==> src/dutim_pkg.sv <==
// ----------------------------------------------------------------------------
// dutim_pkg
// Types and codes shared by the up/down timer and its bus channels.
// ----------------------------------------------------------------------------
package dutim_pkg;

    localparam int BUS_W = 16;
    localparam int PSC_W = 16;

    typedef logic [1:0]       opcode_t;
    typedef logic [2:0]       reg_idx_t;
    typedef logic [BUS_W-1:0] bus_t;
    typedef logic [PSC_W-1:0] psc_t;

    localparam opcode_t OP_TICK  = 2'd0;
    localparam opcode_t OP_READ  = 2'd1;
    localparam opcode_t OP_WRITE = 2'd2;

    localparam reg_idx_t REG_CTRL   = 3'd0;
    localparam reg_idx_t REG_IER    = 3'd1;
    localparam reg_idx_t REG_STATUS = 3'd2;
    localparam reg_idx_t REG_EGR    = 3'd3;
    localparam reg_idx_t REG_CNT    = 3'd4;
    localparam reg_idx_t REG_PSC    = 3'd5;
    localparam reg_idx_t REG_ARR    = 3'd6;

    localparam int CTRL_EN_BIT  = 0;
    localparam int CTRL_OPM_BIT = 3;
    localparam int CTRL_DIR_BIT = 4;
    localparam int IER_UIE_BIT  = 0;
    localparam int SR_UIF_BIT   = 0;
    localparam int EGR_UG_BIT   = 0;

endpackage

==> src/dutim_if.sv <==
// ----------------------------------------------------------------------------
// dutim_req_if / dutim_rsp_if
// Valid/ready channels for timer requests and their responses.
// ----------------------------------------------------------------------------
interface dutim_req_if;
    import dutim_pkg::*;

    logic     valid;
    logic     ready;
    opcode_t  opcode;
    reg_idx_t reg_index;
    bus_t     write_data;

    modport source (output valid, output opcode, output reg_index, output write_data,
                    input ready);
    modport sink   (input valid, input opcode, input reg_index, input write_data,
                    output ready);
endinterface

interface dutim_rsp_if;
    import dutim_pkg::*;

    logic valid;
    logic ready;
    bus_t read_data;
    logic update_irq;

    modport source (output valid, output read_data, output update_irq, input ready);
    modport sink   (input valid, input read_data, input update_irq, output ready);
endinterface

==> src/down_up_timer_with_one_pulse.sv <==
// ----------------------------------------------------------------------------
// down_up_timer_with_one_pulse
// Up/down timer with prescaler, auto-reload and one-pulse mode.
// ----------------------------------------------------------------------------
// Usage:
//   req carries one transfer per bus cycle: a clock tick, a register read or a
//   register write (reg_index selects ctrl, irq enable, status, event gen,
//   counter, prescaler, reload). Every request yields exactly one rsp transfer
//   with read_data (zero unless a read) and update_irq (flag AND enable after
//   the request).
//   Each response is registered, in the skid entry while rsp stalls.
//   Throughput: one request per cycle while req.ready is high; timer state is
//   updated on each transfer, so back-to-back requests see each other's effects.
//   Stall: a result register plus one skid entry sit on rsp; req.ready drops
//   only while the skid entry is full, and no response is lost or repeated.
//   Reset: all control bits, counter and prescaler clear; reload is 16'hFFFF
//   cut or zero-extended to the counter width; the response buffer empties.
//   COUNTER_BITS sets the counter and reload width; the bus sees the low
//   16 bits, and writes clear the bits above them.
// ----------------------------------------------------------------------------
module down_up_timer_with_one_pulse #(
    parameter int COUNTER_BITS = 16
) (
    input  logic        clk,
    input  logic        rst_n,
    dutim_req_if.sink   req,
    dutim_rsp_if.source rsp
);
    import dutim_pkg::*;

    localparam int CW = COUNTER_BITS;

    typedef logic [CW-1:0] cnt_t;

    localparam logic [CW+BUS_W-1:0] ARR_RST_EXT = {{CW{1'b0}}, {BUS_W{1'b1}}};
    localparam cnt_t                ARR_RST     = ARR_RST_EXT[CW-1:0];

    logic run_en_reg,  run_en_next;
    logic opm_reg,     opm_next;
    logic down_reg,    down_next;
    logic uie_reg,     uie_next;
    logic uif_reg,     uif_next;
    cnt_t cnt_reg,     cnt_next;
    cnt_t arr_reg,     arr_next;
    psc_t psc_pre_reg, psc_pre_next;
    psc_t psc_act_reg, psc_act_next;
    psc_t psc_cnt_reg, psc_cnt_next;

    bus_t rd_data;
    logic upd_evt;
    logic accept;

    logic [CW+BUS_W-1:0] wr_ext;
    logic [CW+BUS_W-1:0] cnt_ext;
    logic [CW+BUS_W-1:0] arr_ext;
    cnt_t                wr_cnt;

    logic out_valid_reg;
    bus_t out_rd_reg;
    logic out_irq_reg;
    logic skid_valid_reg;
    bus_t skid_rd_reg;
    logic skid_irq_reg;

    assign wr_ext  = {{CW{1'b0}}, req.write_data};
    assign wr_cnt  = wr_ext[CW-1:0];
    assign cnt_ext = {{BUS_W{1'b0}}, cnt_reg};
    assign arr_ext = {{BUS_W{1'b0}}, arr_reg};

    assign req.ready = !skid_valid_reg;
    assign accept    = req.valid && req.ready;

    always_comb
    begin
        run_en_next  = run_en_reg;
        opm_next     = opm_reg;
        down_next    = down_reg;
        uie_next     = uie_reg;
        uif_next     = uif_reg;
        cnt_next     = cnt_reg;
        arr_next     = arr_reg;
        psc_pre_next = psc_pre_reg;
        psc_act_next = psc_act_reg;
        psc_cnt_next = psc_cnt_reg;
        rd_data      = '0;
        upd_evt      = 1'b0;

        unique case (req.opcode)
            OP_TICK:
            begin
                if (run_en_reg)
                begin
                    if (psc_cnt_reg != psc_act_reg)
                    begin
                        psc_cnt_next = psc_cnt_reg + psc_t'(1);
                    end
                    else
                    begin
                        psc_cnt_next = '0;
                        if (down_reg)
                        begin
                            if (cnt_reg == '0)
                            begin
                                upd_evt = 1'b1;
                                if (opm_reg)
                                begin
                                    run_en_next = 1'b0;
                                end
                            end
                            else
                            begin
                                cnt_next = cnt_reg - cnt_t'(1);
                            end
                        end
                        else
                        begin
                            if (cnt_reg == arr_reg)
                            begin
                                upd_evt = 1'b1;
                                if (opm_reg)
                                begin
                                    run_en_next = 1'b0;
                                end
                            end
                            else
                            begin
                                cnt_next = cnt_reg + cnt_t'(1);
                            end
                        end
                    end
                end
            end
            OP_READ:
            begin
                unique case (req.reg_index)
                    REG_CTRL:
                    begin
                        rd_data[CTRL_EN_BIT]  = run_en_reg;
                        rd_data[CTRL_OPM_BIT] = opm_reg;
                        rd_data[CTRL_DIR_BIT] = down_reg;
                    end
                    REG_IER:    rd_data[IER_UIE_BIT] = uie_reg;
                    REG_STATUS: rd_data[SR_UIF_BIT]  = uif_reg;
                    REG_CNT:    rd_data = cnt_ext[BUS_W-1:0];
                    REG_PSC:    rd_data = psc_pre_reg;
                    REG_ARR:    rd_data = arr_ext[BUS_W-1:0];
                    default:    rd_data = '0;
                endcase
            end
            OP_WRITE:
            begin
                unique case (req.reg_index)
                    REG_CTRL:
                    begin
                        run_en_next = req.write_data[CTRL_EN_BIT];
                        opm_next    = req.write_data[CTRL_OPM_BIT];
                        down_next   = req.write_data[CTRL_DIR_BIT];
                    end
                    REG_IER:    uie_next = req.write_data[IER_UIE_BIT];
                    REG_STATUS:
                    begin
                        if (!req.write_data[SR_UIF_BIT])
                        begin
                            uif_next = 1'b0;
                        end
                    end
                    REG_EGR:    upd_evt = req.write_data[EGR_UG_BIT];
                    REG_CNT:    cnt_next = wr_cnt;
                    REG_PSC:    psc_pre_next = req.write_data;
                    REG_ARR:    arr_next = wr_cnt;
                    default:    ;
                endcase
            end
            default: ;
        endcase

        if (upd_evt)
        begin
            cnt_next     = down_reg ? arr_reg : '0;
            psc_cnt_next = '0;
            psc_act_next = psc_pre_reg;
            uif_next     = 1'b1;
        end
    end

    always_ff @(posedge clk or negedge rst_n)
    begin
        if (!rst_n)
        begin
            run_en_reg  <= 1'b0;
            opm_reg     <= 1'b0;
            down_reg    <= 1'b0;
            uie_reg     <= 1'b0;
            uif_reg     <= 1'b0;
            cnt_reg     <= '0;
            arr_reg     <= ARR_RST;
            psc_pre_reg <= '0;
            psc_act_reg <= '0;
            psc_cnt_reg <= '0;
        end
        else if (accept)
        begin
            run_en_reg  <= run_en_next;
            opm_reg     <= opm_next;
            down_reg    <= down_next;
            uie_reg     <= uie_next;
            uif_reg     <= uif_next;
            cnt_reg     <= cnt_next;
            arr_reg     <= arr_next;
            psc_pre_reg <= psc_pre_next;
            psc_act_reg <= psc_act_next;
            psc_cnt_reg <= psc_cnt_next;
        end
    end

    // result register with one skid entry
    always_ff @(posedge clk or negedge rst_n)
    begin
        if (!rst_n)
        begin
            out_valid_reg  <= 1'b0;
            skid_valid_reg <= 1'b0;
        end
        else if (out_valid_reg && !rsp.ready)
        begin
            if (accept)
            begin
                skid_valid_reg <= 1'b1;
            end
        end
        else if (skid_valid_reg)
        begin
            out_valid_reg  <= 1'b1;
            skid_valid_reg <= 1'b0;
        end
        else
        begin
            out_valid_reg <= accept;
        end
    end

    always_ff @(posedge clk)
    begin
        if (out_valid_reg && !rsp.ready)
        begin
            if (accept)
            begin
                skid_rd_reg  <= rd_data;
                skid_irq_reg <= uif_next && uie_next;
            end
        end
        else if (skid_valid_reg)
        begin
            out_rd_reg  <= skid_rd_reg;
            out_irq_reg <= skid_irq_reg;
        end
        else if (accept)
        begin
            out_rd_reg  <= rd_data;
            out_irq_reg <= uif_next && uie_next;
        end
    end

    assign rsp.valid      = out_valid_reg;
    assign rsp.read_data  = out_rd_reg;
    assign rsp.update_irq = out_irq_reg;

`ifndef SYNTHESIS
    a_skid_behind_out: assert property (@(posedge clk) disable iff (!rst_n)
        skid_valid_reg |-> out_valid_reg)
        else $error("skid entry full while result register empty");

    a_psc_in_range: assert property (@(posedge clk) disable iff (!rst_n)
        psc_cnt_reg <= psc_act_reg)
        else $error("prescale count passed its division value");

    a_idle_tick_holds: assert property (@(posedge clk) disable iff (!rst_n)
        accept && req.opcode == OP_TICK && !run_en_reg |=> $stable(cnt_reg))
        else $error("counter moved while disabled");

    a_overflow_sets_flag: assert property (@(posedge clk) disable iff (!rst_n)
        accept && req.opcode == OP_TICK && run_en_reg && !down_reg &&
        cnt_reg == arr_reg && psc_cnt_reg == psc_act_reg
        |=> uif_reg && cnt_reg == '0)
        else $error("overflow did not reload and flag");
`endif

endmodule
==> src/flat_wrapper.sv <==
// flat-port wrapper written by rule: the top's interface ports become plain ports
module down_up_timer_with_one_pulse_flat import dutim_pkg::*;
#(
    parameter int COUNTER_BITS = 16
)
  (clk, rst_n, req_valid, req_opcode, req_reg_index, req_write_data, req_ready, rsp_valid, rsp_read_data, rsp_update_irq, rsp_ready);
  dutim_req_if req_i ();
  dutim_rsp_if rsp_i ();
  input  logic clk;
  input  logic rst_n;
  input wire logic [$bits(req_i.valid)-1:0] req_valid;
  input wire logic [$bits(req_i.opcode)-1:0] req_opcode;
  input wire logic [$bits(req_i.reg_index)-1:0] req_reg_index;
  input wire logic [$bits(req_i.write_data)-1:0] req_write_data;
  output wire logic [$bits(req_i.ready)-1:0] req_ready;
  output wire logic [$bits(rsp_i.valid)-1:0] rsp_valid;
  output wire logic [$bits(rsp_i.read_data)-1:0] rsp_read_data;
  output wire logic [$bits(rsp_i.update_irq)-1:0] rsp_update_irq;
  input wire logic [$bits(rsp_i.ready)-1:0] rsp_ready;
  assign req_i.valid = req_valid;
  assign req_i.opcode = req_opcode;
  assign req_i.reg_index = req_reg_index;
  assign req_i.write_data = req_write_data;
  assign req_ready = req_i.ready;
  assign rsp_valid = rsp_i.valid;
  assign rsp_read_data = rsp_i.read_data;
  assign rsp_update_irq = rsp_i.update_irq;
  assign rsp_i.ready = rsp_ready;
  down_up_timer_with_one_pulse #(.COUNTER_BITS(COUNTER_BITS)) u_core (.clk(clk), .rst_n(rst_n), .req(req_i), .rsp(rsp_i));
endmodule
==> config.mk <==
export PLATFORM = sky130hd
export DESIGN_NAME = down_up_timer_with_one_pulse_flat
export DESIGN_NICKNAME = d
export VERILOG_FILES = /design/src/dutim_pkg.sv /design/src/dutim_if.sv /design/src/down_up_timer_with_one_pulse.sv /design/src/flat_wrapper.sv
export SDC_FILE = /design/constraint.sdc
export NUM_CORES = 1
export LEC_CHECK = 0
export ABC_AREA = 1
export BUFFER_PORTS_ARGS = -buffer_cell sky130_fd_sc_hd__buf_2
export CORE_AREA = 2 2 119 121
export CTS_BUF_LIST = sky130_fd_sc_hd__clkbuf_4 sky130_fd_sc_hd__clkbuf_8 sky130_fd_sc_hd__clkbuf_16
export DETAILED_ROUTE_END_ITERATION = 8
export DIE_AREA = 0 0 121 123
export PLACE_DENSITY = 0.77
export SLEW_MARGIN = 20
export SYNTH_ARGS = -nofsm -noshare
export SYNTH_HDL_FRONTEND = slang
export SYNTH_SLANG_ARGS = --single-unit
==> constraint.sdc <==
create_clock -name clk -period 1.9 [get_ports clk]
set_input_delay 0.19 -clock clk [delete_from_list [all_inputs] [get_ports clk]]
set_output_delay 0.19 -clock clk [all_outputs]
set_load 0.01 [all_outputs]
==> run metrics <==
Seq cells post-synth 121; # setup viols final 51; gr usage total 30.6%; drt drc 0; syn_nets 1092; Setup crit start kind register; first-pass GRT wire length roughly 35000 um; CTS max path bufs 2; fillcell total 924; area of the mapped netlist 7520 um2; Fin Hold WS 0.0155 ns; post-route ant nets 0; number of max-cap violations 0; core area between 10000 and 15000 um2; sw frac between 30% and 40%; Slowest-stage cell, CP dfstp_2; Worst-Skew Late Latency approximately 0.43 ns; Slew @ Worst Pin approximately 0.43 ns; post-synth top area cell dfrtp_1; vias in the first global route 7295; Num CTS Buffers 17; commonest non-fill, non-tap cell in the layout nand2_1; H-Tree Depth 4; Port Buf Inserts 43; Vias/cell 5.65; EDFF count, synth 34; vias after detailed routing 7803; Routed WL 24100 um; Initial Util 55.3%; worst clock skew 0.00829 ns; Most used DFF post-synth dfrtp_1; Setup crit end kind register; Root Buffer clkbuf_16; worst hold path class in2reg; final period demand of the worst path 2.19 ns; Cells after Synth 1051; period utilisation layout 115%; WL per Instance roughly 17 um; Pleak 5.13 nW; CP dominant cell by count nand2_2; RSZ-0062 raised after global routing true; Die H 123 um; status complete, but fails checks; yosys warns 0; Avg Cell Area, Syn around 7.2 um2; Core Rows 43; Data arrival, critical path around 2.5 ns; Seq/Total Area, Yosys 42.8%; Power Internal 7.46 mW; Buf+Inv Stages, Crit Path 2; asr flop ratio synth 71.9%; crit path cell chain inv_1, nand2_1, nand2_1, nor2_2, nand2_2, nor2_1, nand3_1, nand2_2, nand3_4, nand2_8, buf_8, nand2_8, nand2_2, o21ai_2; VDD IR max 855 uV; area grow syn2layout 32.9%; largest net degree at the start of global routing 39; CP peak stage delay about 0.56 ns; CTS sink cnt 121; nets@finish 1229; clock network power share approximately 30%; DR pass1 iterations 6; initial antenna violation count 0; Clock transition at path regs 0.06 ns; critical path fanouts, max 7; Overflow after GRT 0; DP Wirelength 14600 um; Max Slew Vio Count 0; starting DRC count in detailed routing 933; kind of cell adding the most delay to the critical path simple AND/OR/NAND/NOR gates; n_diodes 0; overall power approximately 12 mW; post-synth top area share between 20% and 30%; Hold Vio Cnt, Final 0; Die Area 14900 um2; Req. time, crit path 2.21 ns; logic gate share of total power 39.7%; share of cells above drive strength 1 28.4%; FMAX 0.457 GHz; relative slew slack 71.2%; critical path class reg2reg; top cells by area, synth dfrtp_1 (24%), nand2_1 (20%), edfxtp_1 (14%); Synth cell types slightly above 40; Die W 121 um; post-route worst setup slack -0.289 ns; Reg power frac a little under a third; Net Switching 4.34 mW; number of top-level pins 44; failing checks negative setup slack; TritonCTS clock tree yes; P per Cell Area ~1200 nW/um2; gpl congestion 0.942; most frequent cells in the layout nand2_1 (348), inv_1 (160), buf_4 (90)
## per-layer routing
| layer | share of wire (%) | vias up | wire [um] | track usage (%) |
|---|---|---|---|---|
| met4 | 4.3 | 0 | 1030 | 14.4 |
| met3 | 9.2 | 96 | 2230 | 6.83 |
| met2 | 50 | 489 | 12000 | 53.8 |
| met1 | 37 | 3644 | 8900 | 35.7 |
| li1 | - | 3574 | - | - |
| met5 | 0 | - | 0 | 0 |
## path summary, 6_finish.rpt
path | from | endpoint | slack, ns | depth (start not counted)
min in group asynchronous | rst_n | u_core.psc_pre_reg[12] | 0.25 | 2
max | u_core.arr_reg[14] | u_core.psc_act_reg[2] | -0.29 | 14
max in group asynchronous | rst_n | u_core.arr_reg[0] | 0.95 | 3
min | req_valid | u_core.rsp.valid | 0.02 | 3
max reg2reg | u_core.arr_reg[14] | u_core.psc_act_reg[2] | -0.29 | 14
min reg2reg | u_core.psc_pre_reg[8] | u_core.psc_pre_reg[8] | 0.48 | 2
## final cells by class
cell class,count,area [um2],area share [%]
repair buffers,147,1170,11.7
flip-flops and latches,121,3230,32.3
clock inverters,8,103,1.03
clock buffers,24,538,5.38
inverters,169,634,6.34
multi-input cells,732,4100,41.0
well taps,180,225,2.25
## cells in the mapped netlist, types with 15 or more instances
| cell type | instances |
|---|---|
| dfstp_2 | 16 |
| clkbuf_1 | 17 |
| xor2_1 | 18 |
| edfxtp_1 | 34 |
| o21ai_0 | 61 |
| ha_1 | 15 |
| dfrtp_1 | 71 |
| nor2_1 | 68 |
| nand2_1 | 403 |
| inv_1 | 163 |
| nand3_1 | 64 |
## repair_timing
| action | CTS | global route |
|---|---|---|
| pin swaps | 2 | 21 |
| resized for setup | 34 | 123 |
| setup buffers | 12 | 11 |
| cloned | 2 | 5 |
| hold buffers | 1 | 0 |
| endpoints found under the hold margin | 23 | 0 |
| endpoints found under the setup margin | 49 | 52 |
## power groups by stage
stage	combinational (mW)	sequential (mW)	clock [mW]
floorplan	2.26	3.51	0
global route	5.10	3.66	3.58
finish	4.68	3.64	3.48
global placement	3.45	3.58	0
CTS	3.87	3.59	3.45
detailed placement	3.55	3.60	0
## kinds of logic (layout without fill, tap and decap cells)
logic type                 count (synthesis)  in the layout  synth area share (%)
buffers and inverters                    201            348                  10.8
DFF                                      121            121                  42.8
adders and majority gates                 16             16                  2.76
AOI/OAI and AO/OA                        109            109                  8.78
xor gates and xnor gates                  28             28                  3.36
and+or+nand+nor                          576            579                  31.6
## stage by stage
step / std cells / instance area [um2] / setup WS, ns / setup TNS, ns / util (%)
floorplan: 1051 / 7530 / 0.0304 / 0 / -
detailed placement: 1319 / 8410 / -0.227 / -2.20 / 61.8
CTS: 1366 / 9410 / -0.118 / -1.04 / 69.2
finish: 1381 / 10000 / -0.289 / -9.41 / 73.5
global route: 1381 / 10000 / -0.361 / -13.90 / 73.5
global placement: 1319 / 8410 / -0.158 / -0.901 / 61.8
## tightest hold or removal path, delay by kind of cell
kind                   cells  cell delay, ns
buffers and inverters      1            0.09
AND/OR/NAND/NOR            2            0.12
Power figures use the tool's default switching activity.
